File: src/hdl/lwct_pkg.sv
// shared types, constants and helper functions of the lattice walk cover tracker
// no dependencies; imported by every module of the block but lwct_ram
package lwct_pkg;

	localparam int MAX_DIMS   = 3;
	localparam int SIDE_MAX   = 16;
	localparam int COORD_BITS = 16;
	localparam int SIDE_W     = 5;
	localparam int DIM_W      = 2;
	localparam int AXIS_W     = 2;
	localparam int AGE_W      = 32;
	localparam int DIST_W     = 32;
	localparam int COUNT_W    = 13;
	localparam int SITE_BITS  = $clog2(SIDE_MAX);
	localparam int MAP_DEPTH  = SIDE_MAX ** MAX_DIMS;
	localparam int MAP_AW     = $clog2(MAP_DEPTH);
	localparam int CFG_IDX_W  = 3;

	// configuration register indexes
	localparam logic [CFG_IDX_W-1:0] REG_DIM_COUNT = 3'd0;
	localparam logic [CFG_IDX_W-1:0] REG_WRAP_MODE = 3'd1;
	localparam logic [CFG_IDX_W-1:0] REG_SIDE_0    = 3'd2;
	localparam logic [CFG_IDX_W-1:0] REG_SIDE_1    = 3'd3;
	localparam logic [CFG_IDX_W-1:0] REG_SIDE_2    = 3'd4;

	typedef logic signed [COORD_BITS-1:0] coord_t;

	typedef enum logic [1:0] {
		OP_PLACE,
		OP_STEP,
		OP_NOP
	} op_kind_t;

	typedef struct packed {
		op_kind_t               kind;
		logic [AXIS_W-1:0]      axis;
		logic                   sign;
		coord_t [MAX_DIMS-1:0]  start;
	} qentry_t;

	typedef struct packed {
		logic [DIM_W-1:0]                dim;
		logic                            wrap;
		logic [MAX_DIMS-1:0][SIDE_W-1:0] side;
	} cfg_t;

	typedef struct packed {
		coord_t [MAX_DIMS-1:0] coord;
		logic [AGE_W-1:0]      age;
		logic [DIST_W-1:0]     max_dist_sq;
		logic                  alive;
		logic                  new_site;
		logic [COUNT_W-1:0]    visited_count;
		logic                  covered;
	} res_t;

	typedef enum logic [3:0] {
		ST_CLEAR,
		ST_IDLE,
		ST_MOVE,
		ST_REM,
		ST_SQ,
		ST_SQ_ADD,
		ST_MAP_RD,
		ST_MAP_CHK,
		ST_EMIT
	} back_state_t;

	// a dimension count of zero acts as one
	function automatic logic [DIM_W-1:0] dims_used(input logic [DIM_W-1:0] d);
		return (d == '0) ? DIM_W'(1) : d;
	endfunction

	// sides are held to 1..SIDE_MAX
	function automatic logic [SIDE_W-1:0] side_eff(input logic [SIDE_W-1:0] s);
		logic [SIDE_W-1:0] r;
		r = s;
		if (s == '0) r = SIDE_W'(1);
		else if (s > SIDE_W'(SIDE_MAX)) r = SIDE_W'(SIDE_MAX);
		return r;
	endfunction

endpackage

File: src/hdl/lwct_front.sv
// front end: takes input transactions, classifies and clamps them, two entry queue
// depends on lwct_pkg
module lwct_front
	import lwct_pkg::*;
(
	input  logic                  clk,
	input  logic                  arst_n,
	input  cfg_t                  cfg,
	input  logic                  in_valid,
	output logic                  in_stall,
	input  logic                  cmd,
	input  logic [AXIS_W-1:0]     axis,
	input  logic                  sign,
	input  coord_t [MAX_DIMS-1:0] start,
	output logic                  q_valid,
	output qentry_t               q_entry,
	input  logic                  q_pop
);

	qentry_t          ent;
	qentry_t          mem_q [2];
	logic [1:0]       cnt_q;
	logic             wr_ptr_q;
	logic             rd_ptr_q;
	logic             push;
	logic [DIM_W-1:0] d;
	logic [SIDE_W-1:0] s_m1;

	assign d = dims_used(cfg.dim);

	always_comb begin
		ent      = '0;
		ent.axis = axis;
		ent.sign = sign;
		s_m1     = '0;
		if (!cmd) ent.kind = OP_PLACE;
		else if ({1'b0, axis} < {1'b0, d}) ent.kind = OP_STEP;
		else ent.kind = OP_NOP;
		for (int a = 0; a < MAX_DIMS; a++) begin
			ent.start[a] = '0;
			if (a < int'(d)) begin
				ent.start[a] = start[a];
				if (cfg.wrap) begin
					s_m1 = side_eff(cfg.side[a]) - SIDE_W'(1);
					if (start[a] < 0) ent.start[a] = '0;
					else if ($unsigned(start[a]) > {{(COORD_BITS-SIDE_W){1'b0}}, s_m1})
						ent.start[a] = {{(COORD_BITS-SIDE_W){1'b0}}, s_m1};
				end
			end
		end
	end

	assign in_stall = (cnt_q == 2'd2);
	assign push     = in_valid && !in_stall;
	assign q_valid  = (cnt_q != 2'd0);
	assign q_entry  = mem_q[rd_ptr_q];

	always_ff @(posedge clk or negedge arst_n) begin
		if (!arst_n) begin
			cnt_q    <= '0;
			wr_ptr_q <= 1'b0;
			rd_ptr_q <= 1'b0;
		end else begin
			if (push) wr_ptr_q <= !wr_ptr_q;
			if (q_pop) rd_ptr_q <= !rd_ptr_q;
			if (push && !q_pop) cnt_q <= cnt_q + 2'd1;
			else if (q_pop && !push) cnt_q <= cnt_q - 2'd1;
		end
	end

	always_ff @(posedge clk) begin
		if (push) mem_q[wr_ptr_q] <= ent;
	end

endmodule

File: config.mk
export PLATFORM = sky130hd
export DESIGN_NAME = lwct_front
export DESIGN_NICKNAME = d
export VERILOG_FILES = /design/src/hdl/lwct_pkg.sv /design/src/hdl/lwct_front.sv
export SDC_FILE = /design/constraint.sdc
export NUM_CORES = 1
export LEC_CHECK = 0
export CAP_MARGIN = 20
export CORE_UTILIZATION = 63
export DETAILED_ROUTE_END_ITERATION = 16
export DONT_BUFFER_PORTS = 1
export GPL_TIMING_DRIVEN = 0
export PLACE_DENSITY = 0.79
export SETUP_SLACK_MARGIN = 0.15
export SYNTH_ARGS = -nofsm -noshare
export SYNTH_HDL_FRONTEND = slang
export SYNTH_SLANG_ARGS = --single-unit
File: constraint.sdc
create_clock -name clk -period 4.67 [get_ports clk]
set_input_delay 0.2335 -clock clk [delete_from_list [all_inputs] [get_ports clk]]
set_output_delay 0.2335 -clock clk [all_outputs]
set_load 0.01 [all_outputs]
# ---- After elaboration in Yosys (flattened, before gate mapping)
# Memory sizes are Yosys's and may differ from the RTL's.
# Cells that the tools add are included.
dict set report word_totals {
  elab_cells 68
  register_bits 4
  output_inout_bits 55
  mem_count 1
  in_bits 74
  mem_bits_ro 0
  mem_bits_rw 106
  latchBits 0
}
# name depth width rd rd_ports_with_merged_regs wr line_no
set mem_list {}
lappend mem_list {mem_q 2 53 1 0 1 lwct_front.sv:21} ;# qentry_t mem_q [2];
dict set report classes {
  eq_ne 1
  addsub 5
  bitwise_logic 0
  div 0
  n_shift 0
  mux 31
  n_mul 0
  magnitude_cmp 13
  n_reduce_logical 14
}
# op count
set op_table {}
lappend op_table {{$mux W16} 12}
lappend op_table {{$mux W5} 12}
lappend op_table {{$gt A16 B5 Y1} 3}
lappend op_table {{$lt A16 B1 Y1 const B} 3}
lappend op_table {{$gt A5 B5 Y1 const B} 3}
lappend op_table {{$logic_not A5 Y1} 3}
lappend op_table {{$sub A5 B1 Y5 const B} 3}
lappend op_table {{$mux W2} 5}
lappend op_table {{$logic_not A1 Y1} 5}
lappend op_table {{$lt A1 B2 Y1 const A} 2}
lappend op_table {{$reduce_bool A2 Y1} 2}
lappend op_table {{$logic_and A1 B1 Y1} 3}
lappend op_table {{$add A2 B1 Y2 const B} 1}
lappend op_table {{$eq A2 B2 Y1 const B} 1}
lappend op_table {{$logic_not A2 Y1} 1}
lappend op_table {{$lt A2 B2 Y1} 1}
lappend op_table {{$lt A2 B2 Y1 const A} 1}
lappend op_table {{$mux W1} 2}
lappend op_table {{$sub A2 B1 Y2 const B} 1}

# ---- Depth between registers and ports, before layout
# Gate-level depths: netlist of the first run.
dict set report logic_depth {
  ltp_word 11
  ltp_mapped 12
  depth_no_buf 11
}

# ---- Worst setup path after synthesis of the first run
# No wires, ideal clock.
dict set report synth_timing {
  kind {register to register}
  start {register cnt_q[0]}
  end {memory mem_q[0][0] (netlist name) (enable)}
  t_required_ns 4.206
  setup_slack_ns 1.362
  setup_time_ns 0.464
  n_path_buf 0
  stages_incl_launch_ff 4
  t_arrival_ns 2.844
  period_less_slack_ns 3.308
  path_cell_list {dfrtp_1 -> nand2b_1 -> nand2_1 -> nor2_1}
}
dict set report synth_via {
  elab_chain_len 5
}
# element line_no
set synth_lines {}
lappend synth_lines {{start, declared} lwct_front.sv:22} ;# logic [1:0] cnt_q;
lappend synth_lines {{start signal, assigned} lwct_front.sv:66} ;# if (push && !q_pop) cnt_q <= cnt_q + 2'd1;
lappend synth_lines {{start signal, assigned} lwct_front.sv:67} ;# else if (q_pop && !push) cnt_q <= cnt_q - 2'd1;
lappend synth_lines {{$eq A2 B2 Y1} lwct_front.sv:53} ;# assign in_stall = (cnt_q == 2'd2);
lappend synth_lines {{$logic_not A1 Y1} lwct_front.sv:54} ;# assign push = in_valid && !in_stall;
lappend synth_lines {{$logic_and A1 B1 Y1} lwct_front.sv:54}
lappend synth_lines {{$mux W1} lwct_front.sv:72} ;# if (push) mem_q[wr_ptr_q] <= ent;
lappend synth_lines {{$mux W1 (not written as such)} lwct_front.sv:72}
lappend synth_lines {{end, declared} lwct_front.sv:21}
# Every way passes these cells.

==> reports/qor.txt, run 1 <==
Status - finished clean
Clk_skew - 0.0118 ns
Largest family of logic cells by synthesized area - simple AND/OR/NAND/NOR gates
Max Cap Viol - 0
Final setup viols - 0
Yosys top cell by area - edfxtp_1
Post-synth ARST share - 3.64%
CTS Buffer Depth - 2
Psw - 0.895 mW
Worst vdd ir - 0.213 mV
Leakage - 2.02 nW
Achievable Freq - 451 MHz
CP Class - primary input to register
Buffers on Ports - 0
Post-Route WL - 10000 microns
Post-synth top area share - 58.9%
Clk pwr share - 19.6%
Largest net degree at the start of global routing - 28
Yosys reg bits - 110
CTS Buf Count - 9
# resized after CTS - 0
Syn avg cell area - 14.8 sq um
Overflow after GRT - 0
Worst Hold Class - primary input to register
Std cell rows - 33
Switching share of total power - 31.1%
Top FF cell, synth - edfxtp_1
Post-CTS Hold Fix Bufs - 5
Max FO, Critical Path - 10
Top cells by area, synth - edfxtp_1 (59%), mux2_2 (11%), ha_1 (4.6%)
Post-DP HPWL - 7340 microns
Required time of the critical path - 4.83 ns
Routability cong. - 0.840
Area fraction in compound gates after synthesis - 3.93%
Total Power - 2.88 mW
P&R area growth vs syn - 7.84%
First-pass GRT wire length - 15300 microns
Unrepaired setup endpoints after global routing - false
Die H - 94.6 microns
EDFF count, synth - 106
Initial DRT Pass Iterations - 4
Number of remaining DRC errors - 0
Clk sinks - 110
Fin crit period - 2.22 ns
Reg power frac - 49.4%
# nets final - 478
Pint - 1.99 mW
Critical Path End Type - register
Setup WS pre-CTS - 2.09 ns
Vias in the first global route - 3190
Total track usage - 22.8%
Total number of vias - 3037
I/O Pins - 129
Worst-skew pair later-pin latency - 0.36 ns
Post-Synth XOR/XNOR Area - 1.30%
CP Cell Sequence - nor3_1 > o21bai_1 > ha_1 > inv_1 > nor4_1 > a21oi_1 > ha_1 > mux2i_1 > a21oi_2 > o21ai_1 > buf_4 > o311ai_1
Most common cell in the synthesized netlist - edfxtp_1
Post-Synth Simple-Gate Area - 13.7%
WP buf/inv - 2
Antenna Nets Post-Route - 0
Initial DRC Count - 125
Mux cell area share after synthesis - 13.4%
Syn_nets - 460
Util after Layout - 70.6%
Vias per inst - 6.15
Worst-Margin Slew - 0.851 ns
Slew HR - 43.2%
H-tree levels - 3
Post-Synth Adder-Cell Area - 4.63%
PwrDens - 494 mW/mm^2
CTS tree - yes
Max-slew violation count - 0
ANT cells - 0
Starting density of the core - 65.5%
Die width - 94.6 microns
Post-synthesis cell type count - 39
Post-CTS Setup Bufs - 0
Setup ws final - 2.45 ns
Antenna violations before repair - 0
CP Data Arrival Time - 2.37 ns
Synthesized instance count - 366
Family with the most delay on the worst path - compound AO/OA/AOI/OAI gates
Hold Vio Cnt, Final - 0
Critical Path Start Type - primary input
Clock Tree Root - clkbuf_8
Max incr delay on CP - 0.31 ns
Post-synthesis sequential area ratio - 60.7%
DIE AREA - 0.00896 sq mm
Setup TNS - 0 ns
Cell Area, Synth - 0.00541 sq mm
Combinational share of power - 31.0%
Fin crit share - 47.4%
Placeable Area - 0.00826 sq mm
Slowest-stage cell, CP - o311ai_1
Most used cell, CP - ha_1
Synth Warn # - 0
Wirelength per Cell - 20.2 microns
Clock Pin Slew Worst Setup and Hold Paths - 0.10 ns
Top cells by count, synth - edfxtp_1 (106), mux2_2 (53), ha_1 (20)
Layout cells sized above 1 - 26.5%
[flip-flops by register name, summed over array words and instances (netlist names)]
name	count
mem_q	106
cnt_q	2
rd_ptr_q	1
wr_ptr_q	1
[logic make-up after synthesis]
family                     count (synthesis)
DFF                                      110
adders and majority gates                 20
xor gates and xnor gates                   8
and+or+nand+nor                          107
AOI/OAI and AO/OA                         29
muxes                                     66
buffers and inverters                     26
[through the flow]
step	hold slack, ns	cells	area (sq um)
floorplan	-0.0621	366	5410
global placement	-0.0620	471	5540
detailed placement	-0.0620	473	5590
CTS	0.0672	494	5830
global route	0.0781	494	5830
finish	0.0840	494	5830
[worst paths after layout]
path,depth (start not counted),from,slack [ns],to
worst min-delay path,1,start[8],0.08,mem_q[0][8]$_DFFE_PP_
worst max-delay path,12,cfg[1],2.45,mem_q[0][3]$_DFFE_PP_
worst max register to register,4,cnt_q[0]$_DFFE_PN0P_,2.68,mem_q[0][13]$_DFFE_PP_
max in group asynchronous,1,arst_n,4.37,cnt_q[0]$_DFFE_PN0P_
worst min register to register,1,cnt_q[1]$_DFFE_PN0P_,0.51,cnt_q[1]$_DFFE_PN0P_
min in group asynchronous,1,arst_n,0.13,wr_ptr_q$_DFFE_PN0P_
[worst register-to-register path, delay by kind of cell, from the launching register on]
family                 cells  cell delay (ns)
flip-flops                 1             0.42
buffers and inverters      1             0.29
AND/OR/NAND/NOR            3             0.97
[area by class of cell]
class / instances / area, sq um
repair buffers: 7 / 90.1
clock inverters: 3 / 45.0
clock buffers: 13 / 149
multi-input cells: 230 / 2010
fillers: 573 / 2430
well taps: 105 / 131
inverters: 11 / 41.3
flip-flops and latches: 110 / 3280
plain buffers: 15 / 85.1
[metal layers]
metal	wire, microns	vias up	global-route usage [%]	share of wire, %
met1	3890	1487	25.9	39
met3	690	14	5.39	6.9
met5	0	-	0	0
li1	-	1431	-	-
met4	187	0	10.2	1.9
met2	5220	105	40.6	52
[placed cells by master (no fill, tap or decap), types with 3 or more instances in the layout]
cell / Yosys / layout
a21oi_1: 8 / 8
o21bai_1: 4 / 4
dlygate4sd3_1: 0 / 5
nor3b_1: 6 / 6
nor4_1: 8 / 8
buf_2: 8 / 8
and2_1: 9 / 9
nand4_1: 3 / 3
clkbuf_8: 0 / 10
ha_1: 20 / 20
edfxtp_1: 106 / 106
nor2_1: 5 / 4
mux2_2: 53 / 53
nand3_1: 3 / 3
nand2_1: 14 / 14
o211ai_1: 4 / 4
xnor2_1: 5 / 5
nor3_1: 7 / 7
or4b_1: 4 / 4
nor3b_2: 16 / 16
or3_1: 5 / 5
inv_1: 11 / 11
dfrtp_1: 4 / 4
nand2b_1: 14 / 14
xor2_1: 3 / 3
mux2i_1: 13 / 13
o311ai_1: 4 / 4
nor2b_1: 10 / 10
clkbuf_1: 4 / 7
[power by group through the flow]
stage	Combinational, mW	Sequential, mW	Clock, mW
6_report	0.893	1.42	0.565
5_1_grt	0.965	1.45	0.600
4_1_cts	0.910	1.43	0.571
3_5_place_dp	0.900	1.45	0
3_3_place_gp	0.857	1.45	0
2_1_floorplan	0.706	1.44	0
(Power assumes the default switching activity.)
==> inputs of run 2 (changes only) <==
--- a/config.mk
+++ b/config.mk
@@ -6,11 +6,11 @@
 export NUM_CORES = 1
 export LEC_CHECK = 0
 export CAP_MARGIN = 20
-export CORE_UTILIZATION = 63
+export CORE_UTILIZATION = 57
 export DETAILED_ROUTE_END_ITERATION = 16
 export DONT_BUFFER_PORTS = 1
 export GPL_TIMING_DRIVEN = 0
-export PLACE_DENSITY = 0.79
+export PLACE_DENSITY = 0.75
 export SETUP_SLACK_MARGIN = 0.15
 export SYNTH_ARGS = -nofsm -noshare
 export SYNTH_HDL_FRONTEND = slang
==> constraint.sdc (replaced) <==
create_clock -name clk -period 1.81 [get_ports clk]
set_input_delay 0.0905 -clock clk [delete_from_list [all_inputs] [get_ports clk]]
set_output_delay 0.0905 -clock clk [all_outputs]
set_load 0.01 [all_outputs]
==> run 2 against run 1 <==
Compared with the run above:
- the flow now finishes with violations (negative setup slack)
- clock-buffer cell count is 2 lower
- sequential power grew to 2.6 times the previous value
- critical path depth is 1 lower
- clock skew is 0.0030 ns lower
- first-iteration DRC count is 18% lower
- setup slack worse by 2.7 ns
==> reports/qor.txt, run 2 (synthesis gave the netlist of run 1 again) <==
CP Data Arrival Time - 2.19 ns (-0.18 ns)
R2R Path End - mem_q[1][0]$_DFFE_PP_
Clock Tree Root - clkbuf_8
Max FO, Critical Path - 5 (-5)
# nets final - 534 (+12%)
Std cell rows - 35 (+6.1%)
Overflow after GRT - 0 (unchanged)
Critical path origin - cfg[2]
Status - finished, violations left
Worst reg2reg path depth - 2 (-2)
Antenna Nets Post-Route - 0 (unchanged)
Vias in the first global route - 3320 (+4.1%)
Setup ws final - -0.217 ns (-2.67 ns)
Util after Layout - 75.5% (+4.9 points)
Worst vdd ir - 0.669 mV (+210%)
Achievable Freq - 493 MHz
Die H - 99.4 microns (+5.0%)
Max Cap Viol - 0 (unchanged)
Critical Path End Type - register
Max-slew violation count - 0 (unchanged)
Max FFs per register - 106 (unchanged)
Critical Path Start Type - primary input
Fin crit share - 112%
Die width - 99.4 microns (+5.0%)
Total track usage - 23.0% (+0.19 points)
Crit path to - mem_q[1][4]$_DFFE_PP_
Required time of the critical path - 1.97 ns (-2.86 ns)
Layout cells sized above 1 - 40.2% (+14 points)
I/O Pins - 129 (unchanged)
Clock Pin Slew Worst Setup and Hold Paths - 0.10 ns (about the same)
Largest net degree at the start of global routing - 28 (unchanged)
Initial DRT Pass Iterations - 4 (unchanged)
Setup WS pre-CTS - -0.604 ns (-2.70 ns)
Placeable Area - 0.00920 sq mm (+11%)
Clk_skew - 0.00885 ns (-0.00298 ns)
Unrepaired setup endpoints after global routing - true
Hold Vio Cnt, Final - 0 (unchanged)
H-tree levels - 3 (unchanged)
Total number of vias - 3328 (+9.6%)
Post-DP HPWL - 7150 microns (-2.7%)
Leakage - 2.44 nW (+21%)
Worst-skew pair later-pin latency - 0.36 ns (about the same)
P&R area growth vs syn - 28.4%
Antenna violations before repair - 0 (unchanged)
Commonest non-fill, non-tap cell in the layout - edfxtp_1
Worst-Margin Slew - 0.587 ns (-0.264 ns)
PwrDens - 1150 mW/mm^2 (+130%)
CTS tree - yes
Routability cong. - 0.823 (-2.0%)
CTS Buffer Depth - 2 (unchanged)
Hold path depth - 2 (+1)
Post-Route WL - 12000 microns (+20%)
Most frequent cells in the layout - edfxtp_1 (106), mux2_2 (53), dlygate4sd3_1 (38)
Number of remaining DRC errors - 0 (unchanged)
ANT cells - 0 (unchanged)
Worst Hold Class - primary input to register
CP Class - primary input to register
Largest Register - mem_q
First-pass GRT wire length - 17000 microns (+11%)
CTS Buf Count - 9 (unchanged)
Fin crit period - 2.03 ns
Wirelength per Cell - 21.5 microns (+6.4%)
Clk sinks - 110 (unchanged)
Slew HR - 60.9% (+18 points)
DIE AREA - 0.00988 sq mm (+10%)
Final setup viols - 24 (+24)
Largest regs - mem_q: 106 flops, cnt_q: 2 flops
Vias per inst - 5.99 (-2.6%)
Buffers on Ports - 0 (unchanged)
Starting density of the core - 58.8% (-6.7 points)
Reg-to-Reg Start - cnt_q[0]$_DFFE_PN0P_
Initial DRC Count - 103 (-18%)
R2r setup slk - 0.34 ns (-2.34 ns)
Failing checks - negative setup slack
[run 2: stage by stage]
stage | setup TNS (ns) | power, mW | std cells | instance area, sq um | hold WS, ns
finish | -3.35 | 7.98 | 556 | 6940 | 0.0244
floorplan | -16.72 | 5.55 | 366 | 5460 | -0.205
global placement | -53.79 | 5.98 | 477 | 5600 | -0.205
detailed placement | -36.10 | 6.13 | 479 | 5650 | -0.205
global route | -5.73 | 8.33 | 556 | 6940 | 0.000331
CTS | -0.249 | 7.91 | 540 | 6650 | 0.00122
[run 2: where the power goes]
part	switching (mW)	total, mW	internal (mW)
clock network	0.794	1.47	0.680
logic	1.55	2.82	1.27
registers	0.177	3.69	3.51
[run 2: how the worst min path moves through the flow]
stage	from	endpoint
2_1_floorplan	arst_n	cnt_q[0]$_DFFE_PN0P_
3_3_place_gp	arst_n	cnt_q[1]$_DFFE_PN0P_
3_5_place_dp	arst_n	cnt_q[1]$_DFFE_PN0P_
4_1_cts	start[28]	mem_q[1][28]$_DFFE_PP_
5_1_grt	start[46]	mem_q[0][46]$_DFFE_PP_
6_report	start[33]	mem_q[1][33]$_DFFE_PP_
[run 2: per-layer routing]
| metal | GRT usage [%] | vias up | wire length (microns) |
|---|---|---|---|
| met5 | 0 | - | 0 |
| met4 | 6.90 | 0 | 133 |
| met3 | 6.82 | 11 | 768 |
| met2 | 40.9 | 120 | 6340 |
| met1 | 27.0 | 1653 | 4730 |
| li1 | - | 1544 | - |
[run 2: timing repair]
| item | in CTS | in global routing |
|---|---|---|
| hold buffers | 25 | 13 |
| buffers inserted | 16 | 3 |
| gates cloned | 4 | 0 |
| gates resized for setup | 76 | 27 |
| pin swaps | 28 | 6 |
| hold endpoints to repair | 49 | 23 |
| setup endpoints to repair | 205 | 147 |
[run 2: area by class of cell]
type | count | area (sq um)
fill | 539 | 2250
sequential | 110 | 3280
inverter | 11 | 46.3
tap | 111 | 139
clock inverter | 5 | 58.8
buffer | 15 | 140
multi-input combinational | 231 | 2460
clock buffer | 11 | 141
timing repair buffer | 62 | 677
[run 2: worst max-delay path, stage by stage]
cell      delay [ns]
nor3_4          0.02
o21bai_1        0.17
ha_2            0.25
inv_2           0.06
nor4_4          0.15
a21oi_2         0.07
ha_1            0.25
a211oi_2        0.32
a21oi_4         0.14
or4b_4          0.56
o311ai_4        0.09
